`config.mk`:
```
export PLATFORM = sky130hd
export DESIGN_NAME = integer_to_radix_ascii_top
export DESIGN_NICKNAME = d
export VERILOG_FILES = /design/src/sv/itra_pkg.sv /design/src/sv/itra_apb_regs.sv /design/src/sv/itra_divider.sv /design/src/sv/integer_to_radix_ascii_top.sv
export SDC_FILE = /design/constraint.sdc
export NUM_CORES = 1
export LEC_CHECK = 0
export BUFFER_PORTS_ARGS = -buffer_cell sky130_fd_sc_hd__buf_2
export CELL_PAD_IN_SITES_DETAIL_PLACEMENT = 0
export CELL_PAD_IN_SITES_GLOBAL_PLACEMENT = 1
export CORE_UTILIZATION = 40
export CTS_CLUSTER_DIAMETER = 200
export DETAILED_ROUTE_END_ITERATION = 10
export GPL_ROUTABILITY_DRIVEN = 0
export PLACE_DENSITY = 0.65
export SYNTH_ARGS = -nofsm -noshare
export SYNTH_HDL_FRONTEND = slang
export SYNTH_SLANG_ARGS = --single-unit
```
`constraint.sdc`:
```
create_clock -name clk_i -period 5.3 [get_ports clk_i]
set_input_delay 0.265 -clock clk_i [delete_from_list [all_inputs] [get_ports clk_i]]
set_output_delay 0.265 -clock clk_i [all_outputs]
set_load 0.005 [all_outputs]
```
`src/sv/itra_pkg.sv`:
```
// ----------------------------------------------------------------------------
// itra_pkg: shared definitions for the integer to radix ASCII converter
// Widths, character codes, register decode and digit helper functions.
// ----------------------------------------------------------------------------
package itra_pkg;

  localparam int DataW     = 32;
  localparam int RadixW    = 6;
  localparam int DigitW    = 6;
  localparam int CharW     = 8;
  localparam int LenW      = 6;
  localparam int MaxDigits = 32;
  localparam int DigitIdxW = $clog2(MaxDigits);
  localparam int DigitCntW = $clog2(MaxDigits + 1);
  localparam int DivCntW   = $clog2(DataW);
  localparam int AddrW     = 3;
  localparam int ApbDataW  = 32;

  localparam logic [RadixW-1:0] RadixReset = 6'd10;
  localparam logic [RadixW-1:0] RadixDec   = 6'd10;
  localparam logic [RadixW-1:0] RadixMin   = 6'd2;
  localparam logic [RadixW-1:0] RadixMax   = 6'd36;

  localparam logic [CharW-1:0] CharZero  = 8'h30;
  localparam logic [CharW-1:0] CharA     = 8'h61;
  localparam logic [CharW-1:0] CharMinus = 8'h2d;

  // Register index as decoded from paddr[2].
  localparam logic RegRadix = 1'b0;

  // Out-of-range radix codes saturate to the nearest legal base.
  function automatic logic [RadixW-1:0] eff_radix(input logic [RadixW-1:0] r);
    logic [RadixW-1:0] res;
    res = r;
    if (r < RadixMin) res = RadixMin;
    if (r > RadixMax) res = RadixMax;
    return res;
  endfunction

  function automatic logic [CharW-1:0] digit_char(input logic [DigitW-1:0] d);
    logic [CharW-1:0] dw;
    dw = {{(CharW-DigitW){1'b0}}, d};
    if (d < DigitW'(10)) return CharZero + dw;
    return CharA + dw - CharW'(10);
  endfunction

endpackage

```
`src/sv/itra_apb_regs.sv`:
```
// ----------------------------------------------------------------------------
// itra_apb_regs: configuration register port
// Holds the radix register behind an APB-style slave with no wait states.
// ----------------------------------------------------------------------------
module itra_apb_regs (
  input  logic                               clk_i,
  input  logic                               rst_ni,
  input  logic                               psel,
  input  logic                               penable,
  input  logic                               pwrite,
  input  logic [itra_pkg::AddrW-1:0]         paddr,
  input  logic [itra_pkg::ApbDataW-1:0]      pwdata,
  output logic [itra_pkg::ApbDataW-1:0]      prdata,
  output logic                               pready,
  output logic [itra_pkg::RadixW-1:0]        radix_o
);

  logic [itra_pkg::RadixW-1:0] radix_q, radix_d;
  logic                        wr_en;

  assign pready = 1'b1;
  assign wr_en  = psel && penable && pwrite && (paddr[2] == itra_pkg::RegRadix);

  always_comb begin
    radix_d = radix_q;
    if (wr_en) radix_d = pwdata[itra_pkg::RadixW-1:0];
  end

  always_ff @(posedge clk_i or negedge rst_ni) begin
    if (!rst_ni) begin
      radix_q <= itra_pkg::RadixReset;
    end else begin
      radix_q <= radix_d;
    end
  end

  always_comb begin
    prdata = '0;
    if (paddr[2] == itra_pkg::RegRadix) begin
      prdata = {{(itra_pkg::ApbDataW-itra_pkg::RadixW){1'b0}}, radix_q};
    end
  end

  assign radix_o = radix_q;

endmodule

```
`src/sv/itra_divider.sv`:
```
// ----------------------------------------------------------------------------
// itra_divider: bit-serial restoring divider
// Divides a 32-bit word by a small radix, one quotient bit per cycle.
// ----------------------------------------------------------------------------
module itra_divider (
  input  logic                               clk_i,
  input  logic                               rst_ni,
  input  logic                               start_i,
  input  logic [itra_pkg::DataW-1:0]         dividend_i,
  input  logic [itra_pkg::RadixW-1:0]        divisor_i,
  output logic                               done_o,
  output logic [itra_pkg::DataW-1:0]         quotient_o,
  output logic [itra_pkg::DigitW-1:0]        remainder_o
);

  logic                         busy_q, busy_d;
  logic                         done_q, done_d;
  logic [itra_pkg::DivCntW-1:0] cnt_q, cnt_d;
  logic [itra_pkg::DataW-1:0]   qr_q, qr_d;
  logic [itra_pkg::DigitW-1:0]  rem_q, rem_d;
  logic [itra_pkg::RadixW-1:0]  div_q, div_d;
  logic [itra_pkg::DigitW:0]    trial;
  logic [itra_pkg::DigitW:0]    diff;
  logic                         ge;

  // The remainder stays below the divisor, so the shifted trial fits in
  // one extra bit and the difference fits back into the remainder.
  assign trial = {rem_q, qr_q[itra_pkg::DataW-1]};
  assign ge    = trial >= {1'b0, div_q};
  assign diff  = trial - {1'b0, div_q};

  always_comb begin
    busy_d = busy_q;
    done_d = 1'b0;
    cnt_d  = cnt_q;
    qr_d   = qr_q;
    rem_d  = rem_q;
    div_d  = div_q;
    if (start_i) begin
      busy_d = 1'b1;
      cnt_d  = '0;
      qr_d   = dividend_i;
      rem_d  = '0;
      div_d  = divisor_i;
    end else if (busy_q) begin
      qr_d  = {qr_q[itra_pkg::DataW-2:0], ge};
      rem_d = ge ? diff[itra_pkg::DigitW-1:0] : trial[itra_pkg::DigitW-1:0];
      cnt_d = cnt_q + 1'b1;
      if (cnt_q == itra_pkg::DivCntW'(itra_pkg::DataW - 1)) begin
        busy_d = 1'b0;
        done_d = 1'b1;
      end
    end
  end

  always_ff @(posedge clk_i or negedge rst_ni) begin
    if (!rst_ni) begin
      busy_q <= 1'b0;
      done_q <= 1'b0;
      cnt_q  <= '0;
    end else begin
      busy_q <= busy_d;
      done_q <= done_d;
      cnt_q  <= cnt_d;
    end
  end

  always_ff @(posedge clk_i) begin
    qr_q  <= qr_d;
    rem_q <= rem_d;
    div_q <= div_d;
  end

  assign done_o      = done_q;
  assign quotient_o  = qr_q;
  assign remainder_o = rem_q;

endmodule

```
`src/sv/integer_to_radix_ascii_top.sv`:
```
// ----------------------------------------------------------------------------
// integer_to_radix_ascii_top: integer to radix ASCII converter
// Converts a 32-bit integer into text in a configurable radix, one
// character per output transfer, most significant character first.
// ----------------------------------------------------------------------------
//  Channel   Direction  Handshake                 Payload
//  input     in         in_valid_i / in_stall_o   value_i
//  output    out        out_valid_o / out_stall_i character_o, length_o, last_o
//  config    in         psel/penable/pwrite       paddr, pwdata, prdata
//
// All digits are first worked out in the bit-serial divider, least significant
// first; each is then read back from the digit buffer (StRd) and loaded into
// the output register (StLoad), after a leading minus (StSign) where there is
// one. The divider yields one quotient bit per cycle.
// Reset clears the control state; the digit buffer needs no clearing.
// The next item is accepted once the last character sits in the output
// register, while that character may still be stalled.
// ----------------------------------------------------------------------------
module integer_to_radix_ascii_top (
  input  logic                               clk_i,
  input  logic                               rst_ni,
  input  logic signed [itra_pkg::DataW-1:0]  value_i,
  input  logic                               in_valid_i,
  output logic                               in_stall_o,
  output logic [itra_pkg::CharW-1:0]         character_o,
  output logic [itra_pkg::LenW-1:0]          length_o,
  output logic                               last_o,
  output logic                               out_valid_o,
  input  logic                               out_stall_i,
  input  logic                               psel,
  input  logic                               penable,
  input  logic                               pwrite,
  input  logic [itra_pkg::AddrW-1:0]         paddr,
  input  logic [itra_pkg::ApbDataW-1:0]      pwdata,
  output logic [itra_pkg::ApbDataW-1:0]      prdata,
  output logic                               pready
);

  typedef enum logic [4:0] {
    StIdle = 5'b00001,
    StDiv  = 5'b00010,
    StSign = 5'b00100,
    StRd   = 5'b01000,
    StLoad = 5'b10000
  } state_e;

  state_e                         state_q, state_d;
  logic [itra_pkg::RadixW-1:0]    radix_cfg;
  logic [itra_pkg::RadixW-1:0]    rad_q, rad_d, rad_in;
  logic                           neg_q, neg_d, neg_in;
  logic [itra_pkg::DataW-1:0]     raw, mag;
  logic [itra_pkg::DigitCntW-1:0] cnt_q, cnt_d;
  logic [itra_pkg::LenW-1:0]      len_q, len_d;
  logic [itra_pkg::DigitW-1:0]    rd_data_q;
  logic [itra_pkg::DigitW-1:0]    dig_mem [itra_pkg::MaxDigits];
  logic                           accept;
  logic                           out_free;
  logic                           div_start, div_done;
  logic [itra_pkg::DataW-1:0]     div_dividend, div_quot;
  logic [itra_pkg::RadixW-1:0]    div_divisor;
  logic [itra_pkg::DigitW-1:0]    div_rem;
  logic                           div_more;
  logic                           mem_we;
  logic                           rd_en;
  logic                           ov_q, ov_d;
  logic [itra_pkg::CharW-1:0]     ch_q, ch_d;
  logic [itra_pkg::LenW-1:0]      ol_q, ol_d;
  logic                           last_q, last_d;
  logic                           load;

  itra_apb_regs u_regs (
    .clk_i   (clk_i),
    .rst_ni  (rst_ni),
    .psel    (psel),
    .penable (penable),
    .pwrite  (pwrite),
    .paddr   (paddr),
    .pwdata  (pwdata),
    .prdata  (prdata),
    .pready  (pready),
    .radix_o (radix_cfg)
  );

  itra_divider u_div (
    .clk_i       (clk_i),
    .rst_ni      (rst_ni),
    .start_i     (div_start),
    .dividend_i  (div_dividend),
    .divisor_i   (div_divisor),
    .done_o      (div_done),
    .quotient_o  (div_quot),
    .remainder_o (div_rem)
  );

  assign in_stall_o = (state_q != StIdle);
  assign accept     = in_valid_i && !in_stall_o;
  assign out_free   = !ov_q || !out_stall_i;

  // Only base ten shows a sign; every other base reads the word unsigned.
  assign raw    = value_i;
  assign rad_in = itra_pkg::eff_radix(radix_cfg);
  assign neg_in = (rad_in == itra_pkg::RadixDec) && raw[itra_pkg::DataW-1];
  assign mag    = neg_in ? (~raw + 1'b1) : raw;

  assign div_more = (div_quot != '0) &&
                    (cnt_q != itra_pkg::DigitCntW'(itra_pkg::MaxDigits - 1));
  assign mem_we   = (state_q == StDiv) && div_done;
  assign rd_en    = (state_q == StRd);

  assign div_start    = accept || (mem_we && div_more);
  assign div_dividend = accept ? mag : div_quot;
  assign div_divisor  = accept ? rad_in : rad_q;

  always_comb begin
    state_d = state_q;
    rad_d   = rad_q;
    neg_d   = neg_q;
    cnt_d   = cnt_q;
    len_d   = len_q;
    load    = 1'b0;
    ch_d    = ch_q;
    ol_d    = ol_q;
    last_d  = last_q;
    unique case (state_q)
      StIdle: begin
        if (accept) begin
          rad_d   = rad_in;
          neg_d   = neg_in;
          cnt_d   = '0;
          state_d = StDiv;
        end
      end
      StDiv: begin
        if (div_done) begin
          cnt_d = cnt_q + 1'b1;
          if (!div_more) begin
            len_d   = itra_pkg::LenW'(cnt_q + 1'b1 + neg_q);
            state_d = neg_q ? StSign : StRd;
          end
        end
      end
      StSign: begin
        if (out_free) begin
          load    = 1'b1;
          ch_d    = itra_pkg::CharMinus;
          ol_d    = len_q;
          last_d  = 1'b0;
          state_d = StRd;
        end
      end
      StRd: begin
        state_d = StLoad;
      end
      StLoad: begin
        if (out_free) begin
          load    = 1'b1;
          ch_d    = itra_pkg::digit_char(rd_data_q);
          ol_d    = len_q;
          last_d  = (cnt_q == itra_pkg::DigitCntW'(1));
          cnt_d   = cnt_q - 1'b1;
          state_d = (cnt_q == itra_pkg::DigitCntW'(1)) ? StIdle : StRd;
        end
      end
      default: state_d = StIdle;
    endcase
  end

  always_comb begin
    ov_d = ov_q;
    if (load) begin
      ov_d = 1'b1;
    end else if (!out_stall_i) begin
      ov_d = 1'b0;
    end
  end

  always_ff @(posedge clk_i or negedge rst_ni) begin
    if (!rst_ni) begin
      state_q <= StIdle;
      rad_q   <= itra_pkg::RadixReset;
      neg_q   <= 1'b0;
      cnt_q   <= '0;
      len_q   <= '0;
      ov_q    <= 1'b0;
    end else begin
      state_q <= state_d;
      rad_q   <= rad_d;
      neg_q   <= neg_d;
      cnt_q   <= cnt_d;
      len_q   <= len_d;
      ov_q    <= ov_d;
    end
  end

  always_ff @(posedge clk_i) begin
    ch_q   <= ch_d;
    ol_q   <= ol_d;
    last_q <= last_d;
  end

  // Digit buffer: least significant digit at entry zero, read back in
  // reverse order through a registered read port.
  always_ff @(posedge clk_i) begin
    if (mem_we) begin
      dig_mem[cnt_q[itra_pkg::DigitIdxW-1:0]] <= div_rem;
    end
  end

  logic [itra_pkg::DigitCntW-1:0] rd_ptr;
  assign rd_ptr = cnt_q - 1'b1;

  always_ff @(posedge clk_i) begin
    if (rd_en) begin
      rd_data_q <= dig_mem[rd_ptr[itra_pkg::DigitIdxW-1:0]];
    end
  end

  assign out_valid_o = ov_q;
  assign character_o = ch_q;
  assign length_o    = ol_q;
  assign last_o      = last_q;

  a_done_in_div: assert property (@(posedge clk_i) disable iff (!rst_ni)
    div_done |-> state_q == StDiv)
    else $error("divider finished outside the division phase");

  a_last_ends: assert property (@(posedge clk_i) disable iff (!rst_ni)
    (state_q == StLoad && out_free && cnt_q == itra_pkg::DigitCntW'(1))
      |=> (state_q == StIdle && out_valid_o && last_o))
    else $error("final character did not close the string");

  a_radix_legal: assert property (@(posedge clk_i) disable iff (!rst_ni)
    state_q != StIdle |-> (rad_q >= itra_pkg::RadixMin && rad_q <= itra_pkg::RadixMax))
    else $error("working radix out of range");

  a_len_nonzero: assert property (@(posedge clk_i) disable iff (!rst_ni)
    out_valid_o |-> length_o != '0)
    else $error("output transfer with zero length");

endmodule

```
==> results.json <==
{
  "ys_types": 58,
  "die_y_um": 184,
  "final_max_slew_viol_count": 0,
  "insertion_delay_ps": 560,
  "postPlaceCellArea_mm2": 0.0140,
  "startpoint": "cnt_q[0]",
  "row_count": 66,
  "reg2reg_depth": 8,
  "min_path_cells": 3,
  "synth_compound_area_share_pct": 5.83,
  "powerDensity_mw_per_mm2": 308,
  "grt_pass1_wl_um": 42800,
  "cts_setup_buffers": 0,
  "first_pass_iters": 5,
  "total_power_uw": 4630,
  "rsz0062_at_grt": "no",
  "crit_arrival_ps": 3850,
  "final-hold-violation-count": 0,
  "setup-violations-final": 0,
  "layout.cells.most_common": "edfxtp_1",
  "netlist_area_mm2": 0.0133,
  "layout.nets": 1085,
  "min_path_type": "input pin to flop",
  "dpl.hpwl_um": 17700,
  "ff2ff_setup_slack_ps": 1650,
  "fin_skew_ps": 12.1,
  "worst_slew_pin_slew_ps": 1230,
  "clockRootBuffer": "clkbuf_16",
  "die_area_mm2": 0.0340,
  "async_reset_ff_share_pct": 12.9,
  "hold_start": "value_i[0]",
  "ir_drop_mv": 0.295,
  "synth.area.mux_share_pct": 12.0,
  "clock-sinks": 295,
  "p_leak_uw": 0.00529,
  "period_share_pct": 68.9,
  "cts_tree": "done",
  "ioPinCount": 124,
  "antenna_found_initial": 0,
  "area_growth_pct": 13.0,
  "cts_repair_resize_count": 0,
  "overflow": 0,
  "final.min_clock_period_ps": 3650,
  "drive_above_1_share_pct": 20.9,
  "yosysWarnings": 0,
  "wl_per_cell_um": 18.8,
  "vias": 7539,
  "crit_type": "flop to flop",
  "drc": 0,
  "grt_pass1_vias": 7422,
  "synth-main-ff-cell": "edfxtp_1",
  "cts-buffers-inserted": 30,
  "final_area_mm2": 0.0150,
  "synth-adder-area-share_pct": 2.20,
  "cts.htree.levels": 1,
  "grt_use_total_pct": 16.5,
  "crit_path_start_kind": "flop",
  "post-place-ws_ps": 1470,
  "regToRegEndpoint": "u_div.quotient_o[0]",
  "path_clk_slew_ps": 60,
  "ctsLongestPathBuffers": 3,
  "syn_inst": 912,
  "avgSynthCellArea_um2": 14.6,
  "finalWorstSetupSlack_ps": 1650,
  "fmax_mhz": 274,
  "finalWirelength_um": 27300,
  "rr_startpoint": "cnt_q[0]",
  "die_x_um": 184,
  "core-area_mm2": 0.0326,
  "synth_top_family_by_area": "multiplexers",
  "synth_seq_cells": 295,
  "critPathCapture": "u_div.quotient_o[0]",
  "layout_common_cells": "edfxtp_1, nor2_1, buf_2, mux4_2",
  "ant_nets": 0,
  "ctsHoldBuffers": 7,
  "status": "complete, no violations",
  "finalSetupTns_ps": 0,
  "postLayoutCoreUtil_pct": 46.1,
  "diodes": 0,
  "initialDrtViolationCount": 440,
  "required_ps": 5500,
  "vias_per_cell": 5.19,
  "yosysSeqAreaShare_pct": 64.7,
  "critPathCaptureType": "flop",
  "initial_core_util_pct": 40.8,
  "synth-xor-area-share_pct": 3.29,
  "synth-simple-area-share_pct": 8.31,
  "io_buffers": 68,
  "cp_max_fo": 84,
  "synth-edff-count": 251,
  "drv_cap": 0,
  "grt_max_degree": 85,
  "relSlewSlack_pct": 18.0
}
==> how the worst min path moves through the flow <==
stage	slack, ps	end
final	60	u_div.quotient_o[0]
after global routing	90	u_div.quotient_o[0]
after CTS	30	u_div.quotient_o[0]
after detailed placement	430	length_o[2]
after global placement	430	length_o[2]
after floorplan	-30	cnt_q[0]
==> cell usage after synthesis, types with 6 or more instances <==
| library cell | n | share of area [%] |
|---|---|---|
| edfxtp_1 | 251 | 57 |
| o31ai_1 | 9 | 0.51 |
| xor2_1 | 23 | 1.5 |
| and3_1 | 6 | 0.28 |
| clkbuf_1 | 27 | 0.76 |
| buf_4 | 32 | 1.8 |
| o21ai_0 | 32 | 1.2 |
| dfxtp_1 | 6 | 0.90 |
| inv_1 | 27 | 0.76 |
| ha_1 | 21 | 2.0 |
| xnor2_1 | 27 | 1.8 |
| nor3_1 | 20 | 0.75 |
| mux4_2 | 60 | 10 |
| nor2_1 | 102 | 2.9 |
| a21oi_1 | 49 | 1.8 |
| nand3b_1 | 7 | 0.39 |
| mux2_2 | 18 | 1.5 |
| nand3_1 | 12 | 0.45 |
| nor2b_1 | 7 | 0.33 |
| nor4_1 | 12 | 0.56 |
| nand2_1 | 49 | 1.4 |
| dfrtp_1 | 33 | 6.2 |
==> routing by layer <==
| metal | vias up | wire length (um) | GRT usage, % |
|---|---|---|---|
| met2 | 180 | 12900 | 27.1 |
| met5 | - | 0 | 0 |
| met1 | 3758 | 12500 | 22.9 |
| met3 | 42 | 1220 | 2.29 |
| met4 | 0 | 629 | 5.00 |
| li1 | 3559 | - | - |
==> per-stage QoR <==
stage               hold slack, ps  instances
finish                        56.1       1453
global route                  85.0       1453
CTS                           30.6       1453
detailed placement             432       1392
global placement               433       1392
floorplan                    -30.6        937
==> cells by family after synthesis <==
family,after synthesis
other cells,2
buf+inv,92
xor+xnor,50
compound gates,128
flops,295
simple gates,239
mux,83
fa+ha+maj,23
==> critical path, stage by stage, from the launching register on <==
cell and delay (ps):
dfrtp_4 400, buf_4 750, ha_1 390, inv_1 110, o32ai_2 470, o31ai_4 70, buf_4 380, o21ai_2 230
buf_4 420
==> flip-flops by register name, indices dropped and copies added (netlist names), 5 cells and up <==
name	count
u_div.remainder_o	6
dig_mem	192
cnt_q	6
rd_data_q	6
u_div.div_q	6
len_q	6
length_o	6
rad_q	6
u_regs.radix_o	6
character_o	8
state_q	5
u_div.quotient_o	32
u_div.cnt_q	5
==> power breakdown <==
group / internal [uW] / switching [uW] / total [uW]
Combinational: 52.5 / 60.2 / 113
Clock: 1150 / 849 / 2000
Sequential: 2500 / 14.6 / 2510
Total: 3700 / 924 / 4630
==> layout make-up <==
type | count | area, um2
Multi-Input combinational cell | 550 | 4350
Fill cell | 2914 | 17600
Sequential cell | 295 | 8620
Clock inverter | 13 | 93.8
Clock buffer | 41 | 843
Timing Repair Buffer | 85 | 485
Tap cell | 442 | 553
Inverter | 27 | 101
No activity file was read; power rests on OpenSTA's default activity.
